$ cat src/ffca_pkg.sv
// Package for the first-fit coalescing allocator core.
// Holds opcode, status and register codes; no dependencies.
package ffca_pkg;
    localparam logic OP_ALLOC   = 1'b0;
    localparam logic OP_RELEASE = 1'b1;

    localparam logic [1:0] ST_DONE   = 2'd0;
    localparam logic [1:0] ST_NOHEAP = 2'd1;
    localparam logic [1:0] ST_FULL   = 2'd2;
    localparam logic [1:0] ST_REJECT = 2'd3;

    localparam logic [0:0] REG_HEAP_LIMIT = 1'b0;
endpackage

$ cat src/first_fit_coalescing_allocator_core.sv
// First-fit coalescing heap allocator, top level.
// Depends on ffca_pkg.
//
// One request at a time. An allocate scans the used table for a free slot
// (one entry a cycle), then scans the free segment table first-fit (S_FRD
// issues the read of an entry, S_FCHK checks its data), then updates it: a
// split rewrites the segment in place, an exact or whole take removes the
// segment by shifting the rest down (S_SHDN reads the next entry, S_SHDN2
// writes it). If no segment fits, it grows the heap top instead. A release
// scans the used table for the address (S_USCAN reads an occupied entry,
// S_URD compares it), scans the free table for the insert point and then
// merges, or shifts entries up (S_SHUP reads, S_SHUP2 writes) to open a
// slot. The tables have one read port each with registered data. The
// result beat is held in an output register; a new request is taken once
// that beat has been accepted and the engine is back in idle.
module first_fit_coalescing_allocator_core #(
    parameter int HEAP_BYTES   = 65536,
    parameter int HEADER_BYTES = 16,
    parameter int FREE_SLOTS   = 32,
    parameter int USED_SLOTS   = 32
) (
    input  logic        i_clk,
    input  logic        i_rst_n,
    input  logic        s_axis_tvalid,
    output logic        s_axis_tready,
    input  logic [31:0] s_axis_tdata,   // request_size[15:0], address[31:16]
    input  logic        s_axis_tuser,   // op
    output logic        m_axis_tvalid,
    input  logic        m_axis_tready,
    output logic [39:0] m_axis_tdata,   // status[1:0], result_address[17:2],
                                        // granted_size[33:18], zero pad
    input  logic        psel,
    input  logic        penable,
    input  logic        pwrite,
    input  logic [0:0]  paddr,
    input  logic [31:0] pwdata,
    output logic [31:0] prdata,
    output logic        pready
);
    localparam int FW = $clog2(FREE_SLOTS);
    localparam int UW = $clog2(USED_SLOTS);
    localparam logic [16:0] HDR = 17'(HEADER_BYTES);

    localparam logic [3:0] S_IDLE  = 4'd0;
    localparam logic [3:0] S_USCAN = 4'd1;  // used table scan
    localparam logic [3:0] S_FRD   = 4'd2;  // free table read issue
    localparam logic [3:0] S_FCHK  = 4'd3;  // free table data check
    localparam logic [3:0] S_SHDN  = 4'd4;  // shift down (remove)
    localparam logic [3:0] S_SHUP  = 4'd5;  // shift up (insert)
    localparam logic [3:0] S_MERGE = 4'd6;  // release merge decision
    localparam logic [3:0] S_OUT   = 4'd7;
    localparam logic [3:0] S_SHDN2 = 4'd8;  // shift down write phase
    localparam logic [3:0] S_SHUP2 = 4'd9;
    localparam logic [3:0] S_URD   = 4'd10; // used entry read wait

    // memories
    logic [15:0] free_start [FREE_SLOTS];
    logic [16:0] free_size  [FREE_SLOTS];
    logic [15:0] used_start [USED_SLOTS];
    logic [16:0] used_size  [USED_SLOTS];
    logic [USED_SLOTS-1:0] r_uvalid;

    logic [3:0]  r_state;
    logic [16:0] r_limit, r_top;
    logic [FW:0] r_fcnt;
    logic        r_op;
    logic [15:0] r_req, r_addr;
    logic [UW:0] r_ui;
    logic [UW-1:0] r_uslot;
    logic [FW:0] r_fi;
    logic [FW-1:0] r_ins;
    logic [15:0] r_fs_q, r_prev_s;
    logic [16:0] r_fz_q, r_prev_z, r_bsize;
    logic        r_has_prev;
    logic [15:0] r_us_q;
    logic [16:0] r_uz_q;
    logic [1:0]  r_st;
    logic [15:0] r_ra, r_gs;
    logic        r_ov;

    // free table read address
    logic [FW-1:0] fra;

    assign s_axis_tready = (r_state == S_IDLE) && !r_ov;
    assign m_axis_tvalid = r_ov;
    assign m_axis_tdata  = {6'd0, r_gs, r_ra, r_st};
    assign pready = 1'b1;
    assign prdata = {15'd0, r_limit};

    logic [16:0] lim;
    assign lim = (r_limit < 17'(HEAP_BYTES)) ? r_limit : 17'(HEAP_BYTES);
    logic [15:0] hdr_rel;
    assign hdr_rel = r_addr - 16'(HEADER_BYTES);

    always_ff @(posedge i_clk) begin
        r_fs_q <= free_start[fra];
        r_fz_q <= free_size[fra];
        r_us_q <= used_start[r_ui[UW-1:0]];
        r_uz_q <= used_size[r_ui[UW-1:0]];
    end

    always_comb begin
        fra = r_fi[FW-1:0];
        unique case (r_state)
            S_SHDN:  fra = FW'(r_fi + 1'b1);
            S_SHUP:  fra = FW'(r_fi - 1'b1);
            default: fra = r_fi[FW-1:0];
        endcase
    end

    logic [16:0] need;
    assign need = {1'b0, r_req} + HDR;

    // sequencer
    always_ff @(posedge i_clk) begin
        if (!i_rst_n) begin
            r_state <= S_IDLE; r_limit <= 17'd65536; r_top <= '0;
            r_fcnt <= '0; r_uvalid <= '0; r_ov <= 1'b0;
        end else begin
            if (psel && penable && pwrite && paddr == ffca_pkg::REG_HEAP_LIMIT)
                r_limit <= pwdata[16:0];
            if (r_ov && m_axis_tready) r_ov <= 1'b0;
            unique case (r_state)
                S_IDLE: if (s_axis_tvalid && s_axis_tready) begin
                    r_op <= s_axis_tuser; r_req <= s_axis_tdata[15:0];
                    r_addr <= s_axis_tdata[31:16]; r_ui <= '0; r_fi <= '0;
                    r_has_prev <= 1'b0;
                    if ((s_axis_tuser == ffca_pkg::OP_ALLOC && s_axis_tdata[15:0] == 0) ||
                        (s_axis_tuser == ffca_pkg::OP_RELEASE && s_axis_tdata[31:16] == 0))
                    begin
                        r_st <= ffca_pkg::ST_REJECT; r_ra <= '0; r_gs <= '0;
                        r_state <= S_OUT;
                    end else r_state <= S_USCAN;
                end
                S_USCAN: begin
                    if (r_ui == (UW+1)'(USED_SLOTS)) begin
                        r_st <= (r_op == ffca_pkg::OP_ALLOC) ? ffca_pkg::ST_FULL
                                                             : ffca_pkg::ST_REJECT;
                        r_ra <= '0; r_gs <= '0; r_state <= S_OUT;
                    end else if (r_op == ffca_pkg::OP_ALLOC) begin
                        if (!r_uvalid[r_ui[UW-1:0]]) begin
                            r_uslot <= r_ui[UW-1:0]; r_state <= S_FRD;
                        end else r_ui <= r_ui + 1'b1;
                    end else if (r_uvalid[r_ui[UW-1:0]]) begin
                        r_state <= S_URD;
                    end else r_ui <= r_ui + 1'b1;
                end
                S_URD: begin
                    if (r_us_q == r_addr) begin
                        r_uslot <= r_ui[UW-1:0]; r_bsize <= r_uz_q; r_state <= S_FRD;
                    end else begin
                        r_ui <= r_ui + 1'b1; r_state <= S_USCAN;
                    end
                end
                S_FRD: begin
                    if (r_fi >= r_fcnt) begin
                        if (r_op == ffca_pkg::OP_ALLOC) begin
                            if ({1'b0, r_top} + {1'b0, need} > {1'b0, lim}) begin
                                r_st <= ffca_pkg::ST_NOHEAP; r_ra <= '0; r_gs <= '0;
                                r_state <= S_OUT;
                            end else begin
                                r_top <= r_top + need;
                                used_start[r_uslot] <= 16'(r_top + HDR);
                                used_size[r_uslot] <= {1'b0, r_req};
                                r_uvalid[r_uslot] <= 1'b1;
                                r_st <= ffca_pkg::ST_DONE; r_ra <= 16'(r_top + HDR);
                                r_gs <= r_req; r_state <= S_OUT;
                            end
                        end else r_state <= S_MERGE;
                    end else r_state <= S_FCHK;
                end
                S_FCHK: begin
                    if (r_op == ffca_pkg::OP_ALLOC) begin
                        if (r_fz_q >= {1'b0, r_req}) begin
                            used_start[r_uslot] <= 16'({1'b0, r_fs_q} + HDR);
                            r_uvalid[r_uslot] <= 1'b1;
                            r_st <= ffca_pkg::ST_DONE;
                            r_ra <= 16'({1'b0, r_fs_q} + HDR);
                            if (r_fz_q <= need) begin
                                used_size[r_uslot] <= r_fz_q;
                                r_gs <= r_fz_q[15:0];
                                r_state <= S_SHDN;
                            end else begin
                                used_size[r_uslot] <= {1'b0, r_req};
                                r_gs <= r_req;
                                free_start[r_fi[FW-1:0]] <= 16'({1'b0, r_fs_q} + need);
                                free_size[r_fi[FW-1:0]] <= r_fz_q - need;
                                r_state <= S_OUT;
                            end
                        end else begin
                            r_fi <= r_fi + 1'b1; r_state <= S_FRD;
                        end
                    end else if (r_fs_q > hdr_rel) begin
                        r_state <= S_MERGE;
                    end else begin
                        r_prev_s <= r_fs_q; r_prev_z <= r_fz_q; r_has_prev <= 1'b1;
                        r_fi <= r_fi + 1'b1; r_state <= S_FRD;
                    end
                end
                S_MERGE: begin : mrg
                    logic mp, ms;
                    mp = r_has_prev &&
                         ({1'b0, r_prev_s} + HDR + r_prev_z == {1'b0, hdr_rel});
                    ms = (r_fi < r_fcnt) &&
                         ({1'b0, hdr_rel} + HDR + r_bsize == {1'b0, r_fs_q});
                    r_st <= ffca_pkg::ST_DONE; r_ra <= '0; r_gs <= r_bsize[15:0];
                    if (mp && ms) begin
                        free_size[FW'(r_fi - 1'b1)] <= r_prev_z + HDR + HDR + r_bsize + r_fz_q;
                        r_uvalid[r_uslot] <= 1'b0; r_state <= S_SHDN;
                    end else if (mp) begin
                        free_size[FW'(r_fi - 1'b1)] <= r_prev_z + HDR + r_bsize;
                        r_uvalid[r_uslot] <= 1'b0; r_state <= S_OUT;
                    end else if (ms) begin
                        free_start[r_fi[FW-1:0]] <= hdr_rel;
                        free_size[r_fi[FW-1:0]] <= r_fz_q + HDR + r_bsize;
                        r_uvalid[r_uslot] <= 1'b0; r_state <= S_OUT;
                    end else if (r_fcnt >= (FW+1)'(FREE_SLOTS)) begin
                        r_st <= ffca_pkg::ST_FULL; r_gs <= '0; r_state <= S_OUT;
                    end else begin
                        r_uvalid[r_uslot] <= 1'b0; r_ins <= r_fi[FW-1:0];
                        r_fi <= r_fcnt; r_state <= S_SHUP;
                    end
                end
                // remove entry r_fi: copy r_fi+1 down until the end
                S_SHDN: begin
                    if (r_fi + 1'b1 >= r_fcnt) begin
                        r_fcnt <= r_fcnt - 1'b1; r_state <= S_OUT;
                    end else r_state <= S_SHDN2;
                end
                S_SHDN2: begin
                    free_start[r_fi[FW-1:0]] <= r_fs_q;
                    free_size[r_fi[FW-1:0]] <= r_fz_q;
                    r_fi <= r_fi + 1'b1; r_state <= S_SHDN;
                end
                // insert at r_ins: copy r_fi-1 up until r_fi reaches it
                S_SHUP: begin
                    if (r_fi[FW-1:0] == r_ins || r_fi == 0) begin
                        free_start[r_ins] <= hdr_rel;
                        free_size[r_ins] <= r_bsize;
                        r_fcnt <= r_fcnt + 1'b1; r_state <= S_OUT;
                    end else r_state <= S_SHUP2;
                end
                S_SHUP2: begin
                    free_start[r_fi[FW-1:0]] <= r_fs_q;
                    free_size[r_fi[FW-1:0]] <= r_fz_q;
                    r_fi <= r_fi - 1'b1; r_state <= S_SHUP;
                end
                S_OUT: if (!r_ov) begin
                    r_ov <= 1'b1; r_state <= S_IDLE;
                end
                default: r_state <= S_IDLE;
            endcase
        end
    end
endmodule

$ cat config.mk
export PLATFORM = sky130hd
export DESIGN_NAME = first_fit_coalescing_allocator_core
export DESIGN_NICKNAME = d
export VERILOG_FILES = /design/src/ffca_pkg.sv /design/src/first_fit_coalescing_allocator_core.sv
export SDC_FILE = /design/constraint.sdc
export NUM_CORES = 2
export LEC_CHECK = 0
export ABC_AREA = 1
export BUFFER_PORTS_ARGS = -buffer_cell sky130_fd_sc_hd__buf_4
export CAP_MARGIN = 20
export CORE_MARGIN = 8
export CORE_UTILIZATION = 30
export CTS_CLUSTER_DIAMETER = 60
export DETAILED_ROUTE_END_ITERATION = 10
export SKIP_CTS_REPAIR_TIMING = 1
export SLEW_MARGIN = 10
export SYNTH_ARGS = -nofsm -noshare
export SYNTH_HDL_FRONTEND = slang
export SYNTH_SLANG_ARGS = --single-unit
$ cat constraint.sdc
create_clock -name i_clk -period 6.3 [get_ports i_clk]
set_input_delay 0.63 -clock i_clk [delete_from_list [all_inputs] [get_ports i_clk]]
set_output_delay 0.63 -clock i_clk [all_outputs]
set_load 0.01 [all_outputs]
=== After elaboration in Yosys (flattened, before gate mapping) ===
Memory sizes are Yosys's and may differ from the RTL's. A register that Yosys moved wholly into a read port is not among the register bits.
Cells that the tools add are included.

* Flip-flop bits (word level): 217
* Memory bits (writable): 2112
* Bits of input ports: 73
* Output and inout port bits: 75
* Logic and storage cells: 336
* Memories kept: 4

* Add/subtract/negate cells: 24
* Order comparisons: 12
* Eq/ne operators: 44
* Mux-type cells: 168
* Bitwise logic cells: 22
* Reductions and logical operators: 42

{| class="wikitable"
|+ Memory list
! memory !! depth !! width !! rd ports !! clocked after Yosys merged registers in !! write ports !! line !! text
|-
| free_size || 32 || 17 || 1 || 1 || 1 || first_fit_coalescing_allocator_core.sv:58 || <nowiki>logic [16:0] free_size [FREE_SLOTS];</nowiki>
|-
| used_size || 32 || 17 || 1 || 1 || 1 || first_fit_coalescing_allocator_core.sv:60 || <nowiki>logic [16:0] used_size [USED_SLOTS];</nowiki>
|-
| free_start || 32 || 16 || 1 || 1 || 1 || first_fit_coalescing_allocator_core.sv:57 || <nowiki>logic [15:0] free_start [FREE_SLOTS];</nowiki>
|-
| used_start || 32 || 16 || 1 || 1 || 1 || first_fit_coalescing_allocator_core.sv:59 || <nowiki>logic [15:0] used_start [USED_SLOTS];</nowiki>
|}

{| class="wikitable"
|+ Operators by type and width
! cell !! count
|-
| two-way mux 16 bit || 23
|-
| two-way mux 32 bit || 9
|-
| one-hot mux 16 bit (5 select lines) || 2
|-
| two-way mux 17 bit || 9
|-
| adder 17 bit || 7
|-
| one-hot mux 32 bit (3 select lines) || 1
|-
| two-way mux 6 bit || 15
|-
| two-way mux 1 bit || 62
|-
| adder 16 x 5 -> 17 bit, second input constant || 3
|-
| adder 17 x 5 -> 17 bit, second input constant || 3
|-
| two-way mux 4 bit || 11
|-
| one-hot mux 4 bit (11 select lines) || 1
|-
| != test 2 bit, second input constant || 20
|-
| two-way mux 5 bit || 7
|-
| == test 17 x 16 -> 1 bit || 2
|-
| two-way mux 2 bit || 17
|-
| OR reduction 17 bit || 2
|-
| adder 16 x 5 -> 16 bit, second input constant || 2
|-
| bitwise AND 32 bit || 1
|-
| logical NOT 16 bit || 2
|-
| NOT 32 bit || 1
|-
| OR 32 bit || 1
|-
| one-hot mux 6 bit (5 select lines) || 1
|-
| one-hot mux 5 bit (2 select lines) || 2
|-
| 51 further kinds || 108
|}

=== Logic depth before layout (Yosys ltp) ===
* Depth in word-level cells: 16
* Mapped depth: 33

=== Worst setup path after synthesis ===
Ideal clock, no wire load.

* Kind: flip-flop to flip-flop
* From: register r_addr[4]
* To: register r_prev_s[0] (enable)
* Setup time: 0.506 ns
* Arrival time: 5.345 ns
* Setup slack: 0.449 ns
* Stages on the path, launching flop included: 18
* Path buffers: 1
* Period minus slack after synthesis: 5.851 ns
* Cells stage by stage: edfxtp_1 -> buf_2 -> inv_2 -> ha_1 -> nand2_2 -> nor2_4 -> nand2_1 -> nand2_1 -> nand2_2 -> ha_1 -> nand2_1 -> inv_1 -> nand3_1 -> nor3_1 -> nand2_1 -> nand2_1 -> inv_1 -> nor4_1

* Cells in the longest elaborated chain, start to end: 4

{| class="wikitable"
|+ Ends and longest elaborated chain
! item !! line !! text
|-
| from (decl) || first_fit_coalescing_allocator_core.sv:67 || <nowiki>logic [15:0] r_req, r_addr;</nowiki>
|-
| from (signal assigned) || first_fit_coalescing_allocator_core.sv:126 || <nowiki>r_addr <= s_axis_tdata[31:16]; r_ui <= '0; r_fi <= '0;</nowiki>
|-
| subtractor 16 x 5 -> 16 bit || first_fit_coalescing_allocator_core.sv:93 || <nowiki>assign hdr_rel = r_addr - 16'(HEADER_BYTES);</nowiki>
|-
| greater-than comparator 16 bit || first_fit_coalescing_allocator_core.sv:193 || <nowiki>end else if (r_fs_q > hdr_rel) begin</nowiki>
|-
| NOT 1 bit (no line) || n/a ||
|-
| AND reduction 4 bit (no line) || n/a ||
|-
| to (signal assigned) || first_fit_coalescing_allocator_core.sv:196 || <nowiki>r_prev_s <= r_fs_q; r_prev_z <= r_fz_q; r_has_prev <= 1'b1;</nowiki>
|-
| to (decl) || first_fit_coalescing_allocator_core.sv:72 || <nowiki>logic [15:0] r_fs_q, r_prev_s;</nowiki>
|}

Every way passes these cells.
A chain may end at the register's enable or synchronous reset.

=== Final worst setup path ===
* From: register r_addr[4]
* To: memory free_start[3][4] (enable)

* Cells in the longest elaborated chain, start to end: 15
* Elaborated cells on any way between the ends: 18

{| class="wikitable"
|+ Ends and longest elaborated chain
! item !! line !! text
|-
| subtractor 16 x 5 -> 16 bit * || first_fit_coalescing_allocator_core.sv:93 ||
|-
| adder 16 x 5 -> 17 bit || first_fit_coalescing_allocator_core.sv:205 || <nowiki>({1'b0, hdr_rel} + HDR + r_bsize == {1'b0, r_fs_q});</nowiki>
|-
| adder 17 bit || first_fit_coalescing_allocator_core.sv:205 ||
|-
| == test 17 x 16 -> 1 bit || first_fit_coalescing_allocator_core.sv:205 ||
|-
| logical AND 1 bit || first_fit_coalescing_allocator_core.sv:204 || <nowiki>ms = (r_fi < r_fcnt) &&</nowiki>
|-
| two-way mux 1 bit || first_fit_coalescing_allocator_core.sv:213 || <nowiki>end else if (ms) begin</nowiki>
|-
| two-way mux 1 bit || first_fit_coalescing_allocator_core.sv:210 || <nowiki>end else if (mp) begin</nowiki>
|-
| two-way mux 1 bit * || first_fit_coalescing_allocator_core.sv:207 || <nowiki>if (mp && ms) begin</nowiki>
|-
| two-way mux 1 bit * || first_fit_coalescing_allocator_core.sv:123 || <nowiki>unique case (r_state)</nowiki>
|-
| two-way mux 1 bit * || first_fit_coalescing_allocator_core.sv:116 || <nowiki>if (!i_rst_n) begin</nowiki>
|-
| two-way mux 1 bit (not written as such) * || first_fit_coalescing_allocator_core.sv:214 || <nowiki>free_start[r_fi[FW-1:0]] <= hdr_rel;</nowiki>
|-
| OR 1 bit (no line) * (3 in series) || n/a ||
|-
| two-way mux 1 bit (no line) * || n/a ||
|-
| to (decl) || first_fit_coalescing_allocator_core.sv:57 ||
|}

Every way passes the cells marked *; elsewhere a longest branch is shown, timed or not.

==> results.cfg <==
[sta]
fmax_mhz = 167
fin_crit_ns = 5.97
setup_tns_ns = 0
worst_slack_ns = 0.327
finClkSkew_ns = 0.0803
rsz0062_at_grt = no
tightest_slew_ns = 1.33
finalCritPeriodShare_pct = 94.8
slew_viol_final = 0
maxSlewHeadroom_pct = 11.4
hold_viol_final = 0
setup_viol = 0

[floorplan]
rows = 220
start_util_pct = 30.1
core_um2 = 359000
die_w_um = 616
dieHeight_um = 616
dieArea_um2 = 380000
num_io_pins = 148

[critical_path]
critPathLaunchType = flop
r2r_cells = 26
rr_startpoint = r_addr[4]
r2r_end = free_start[3][4]
critPathCaptureType = flop
critical_path_arrival_ns = 6.49
critical_path_class = reg2reg
cp.required_ns = 6.81
worstPathMaxFanout = 9
crit_end = free_start[3][4]
startpoint = r_addr[4]
reg2reg_slack_ns = 0.33

[synthesis]
synth_xor_area_share_pct = 1.47
ys_seq_area_share_pct = 65.2
synth_fa_ha_area_share_pct = 3.44
synth_edf_count = 2252
yosys.area_share.simple_pct = 12.0
synthArstFlopShare_pct = 0
synth_common_cells = edfxtp_1, nand2_1, inv_1
synth_cell_types = 69
yosys_register_bits = 2395
synth_compound_area_share_pct = 12.1
synthMuxAreaShare_pct = 0.0382
synth_ff_type = edfxtp_1
syn_area_um2 = 108000
post-synth-top-area-fraction_pct = 62.5
synthTopCellsByArea = edfxtp_1, o21ai_0, nand2_1
syn_area_per_cell_um2 = 11.1
synth.most_common_cell = edfxtp_1
yosysTopAreaCell = edfxtp_1
synth_top_family_by_area = compound AO/OA/AOI/OAI gates
yosysWarnings = 0
syn_inst = 9784

[place]
numPortBuffers = 110
dp_cells = 14400
pre_cts_ws_ns = 0.466
dp_hpwl_um = 206000
detailed_place.area_um2 = 117000
gp_congestion = 0.950

[clock_network]
clkTransAtPathRegs_ns = 0.06
clk_latency_ns = 0.85
cts_buffers = 267
cts_sinks = 2395
cts_tree = done
clock-root-buffer = clkbuf_16
h-tree-depth = 5
cts.path.max_buffers = 4

[routing]
wl_um = 324000
num_vias = 74600
wl_per_cell_um = 21.7
avgViaCountPerCell = 5.00
ant_nets = 0
drtIter0Drc = 7368
drc = 0
first_pass_iters = 6

[finish]
nFillCells = 35400
syn2layout_area_growth_pct = 15.9
stdcell_count = 14900
stdcell_area_um2 = 125000
nNetsFinal = 10300
multi_input_area_um2 = 32400
drive_gt1_share_pct = 10.4
seqCellArea_um2 = 70500

[power]
leakage_nw = 45.7
peakVddDrop_mv = 0.653
powerDensity_nw_per_um2 = 480

[grt]
grt_antenna_before_repair = 8
grtUsageTotal_pct = 16.2
grt_pass1_wl_um = 469000
grt_pass1_vias = 69200
grt_overflow = 0
grt_max_degree = 265

[outcome]
status = finished clean

[run]
drv_cap = 0

[min_path]
hold_path_class = in2reg
-- where the power goes --
part / total, W / switching, W / internal, W / leakage, nW
clock network: 0.0152 / 0.00635 / 0.00886 / 4.12
logic: 0.0230 / 0.0170 / 0.00603 / 20.0
registers: 0.0220 / 0.000712 / 0.0213 / 21.6
-- worst min path at each step --
| stage | startpoint | end | slack [ns] | cells past startpoint |
|---|---|---|---|---|
| 6_report | s_axis_tdata[14] | r_req[14] | 0.03 | 1 |
| 5_1_grt | s_axis_tdata[14] | r_req[14] | 0.01 | 1 |
| 4_1_cts | s_axis_tdata[25] | r_addr[9] | -0.07 | 1 |
| 3_5_place_dp | r_uz_q[8] | r_bsize[8] | 0.39 | 0 |
| 3_3_place_gp | r_uz_q[11] | r_bsize[11] | 0.39 | 0 |
| 2_1_floorplan | r_uz_q[0] | r_bsize[0] | 0.39 | 0 |
-- state kept, by name (all words and copies together) (netlist names), 6 cells and up, named ones only --
register and count:
r_top 17, r_addr 16, r_prev_z 17, r_prev_s 16, r_limit 17, free_size 544, r_fi 6, r_ui 6
used_start 512, r_gs 16, r_us_q 16, r_req 16, r_fz_q 17, r_ra 16, r_fs_q 16, r_fcnt 6
r_uz_q 17, r_bsize 17, free_start 512, used_size 544
-- worst max-delay path, stage by stage (launching register included) --
cell      delay, ns
edfxtp_1       0.41
inv_2          0.15
ha_1           0.32
nand2_2        0.13
nor2_4         0.16
xor2_2         0.23
inv_2          0.13
ha_1           0.30
ha_1           0.35
nand2_1        0.14
inv_1          0.06
nand3_1        0.09
inv_1          0.05
a21oi_1        0.29
nand3_1        0.11
nand3_1        0.11
nand3_1        0.09
nor2_1         0.16
nand3_1        0.17
nor2_1         0.51
nand2_2        0.19
nand3_1        0.35
nand2_1        0.21
inv_1          0.21
nand2_1        0.07
inv_1          0.35
buf_4          0.28
-- logic make-up after synthesis --
family                     after synthesis
and+or+nand+nor                       3041
DFF                                   2395
AOI/OAI and AO/OA                     2268
buffers and inverters                 1614
adders and majority gates              282
xor gates and xnor gates               178
muxes                                    4
other                                    2
-- layer usage --
layer	vias up	GRT usage, %	routed length, µm
li1	35100	-	-
met1	36400	21.2	135000
met2	2535	27.0	154000
met3	616	2.04	19900
met4	0	6.91	15000
met5	-	0	0
-- metrics by stage --
stage               power [W]  utilization (%)  hold slack, ns
floorplan              0.0355                -           0.386
global placement       0.0450             32.5           0.388
detailed placement     0.0451             32.5           0.389
CTS                    0.0603             34.9         -0.0692
global route           0.0630             34.9          0.0103
finish                 0.0602             34.9          0.0343
-- placed cells by master (no fill, tap or decap), types with 22 or more instances in the layout --
cell	instances
clkinv_2	35
a31oi_1	51
buf_12	58
ha_1	257
o21ai_0	930
a211oi_1	45
nand4_1	68
xor2_1	124
inv_1	1025
a22o_1	33
edfxtp_1	2252
o211ai_1	288
nor3_2	70
nand3_1	641
buf_4	377
dfxtp_1	143
o31ai_1	23
o22ai_1	266
nor2_1	928
a21oi_1	484
nor3_1	46
xnor2_1	50
clkbuf_16	272
fa_1	25
nand2_1	1167
clkbuf_1	57
a221oi_1	35
conb_1	22
o21ai_2	32
nor2_2	32
clkinv_1	47
-- cell type report --
cell class,count,share of cell area (%)
flip-flops and latches,2395,56.2
multi-input cells,5795,25.8
clock buffers,333,5.64
well taps,4773,4.76
repair buffers,443,3.26
inverters,1046,3.15
clock inverters,134,1.11
diodes,4,0.00798
No activity file was read; power rests on OpenSTA's default activity.
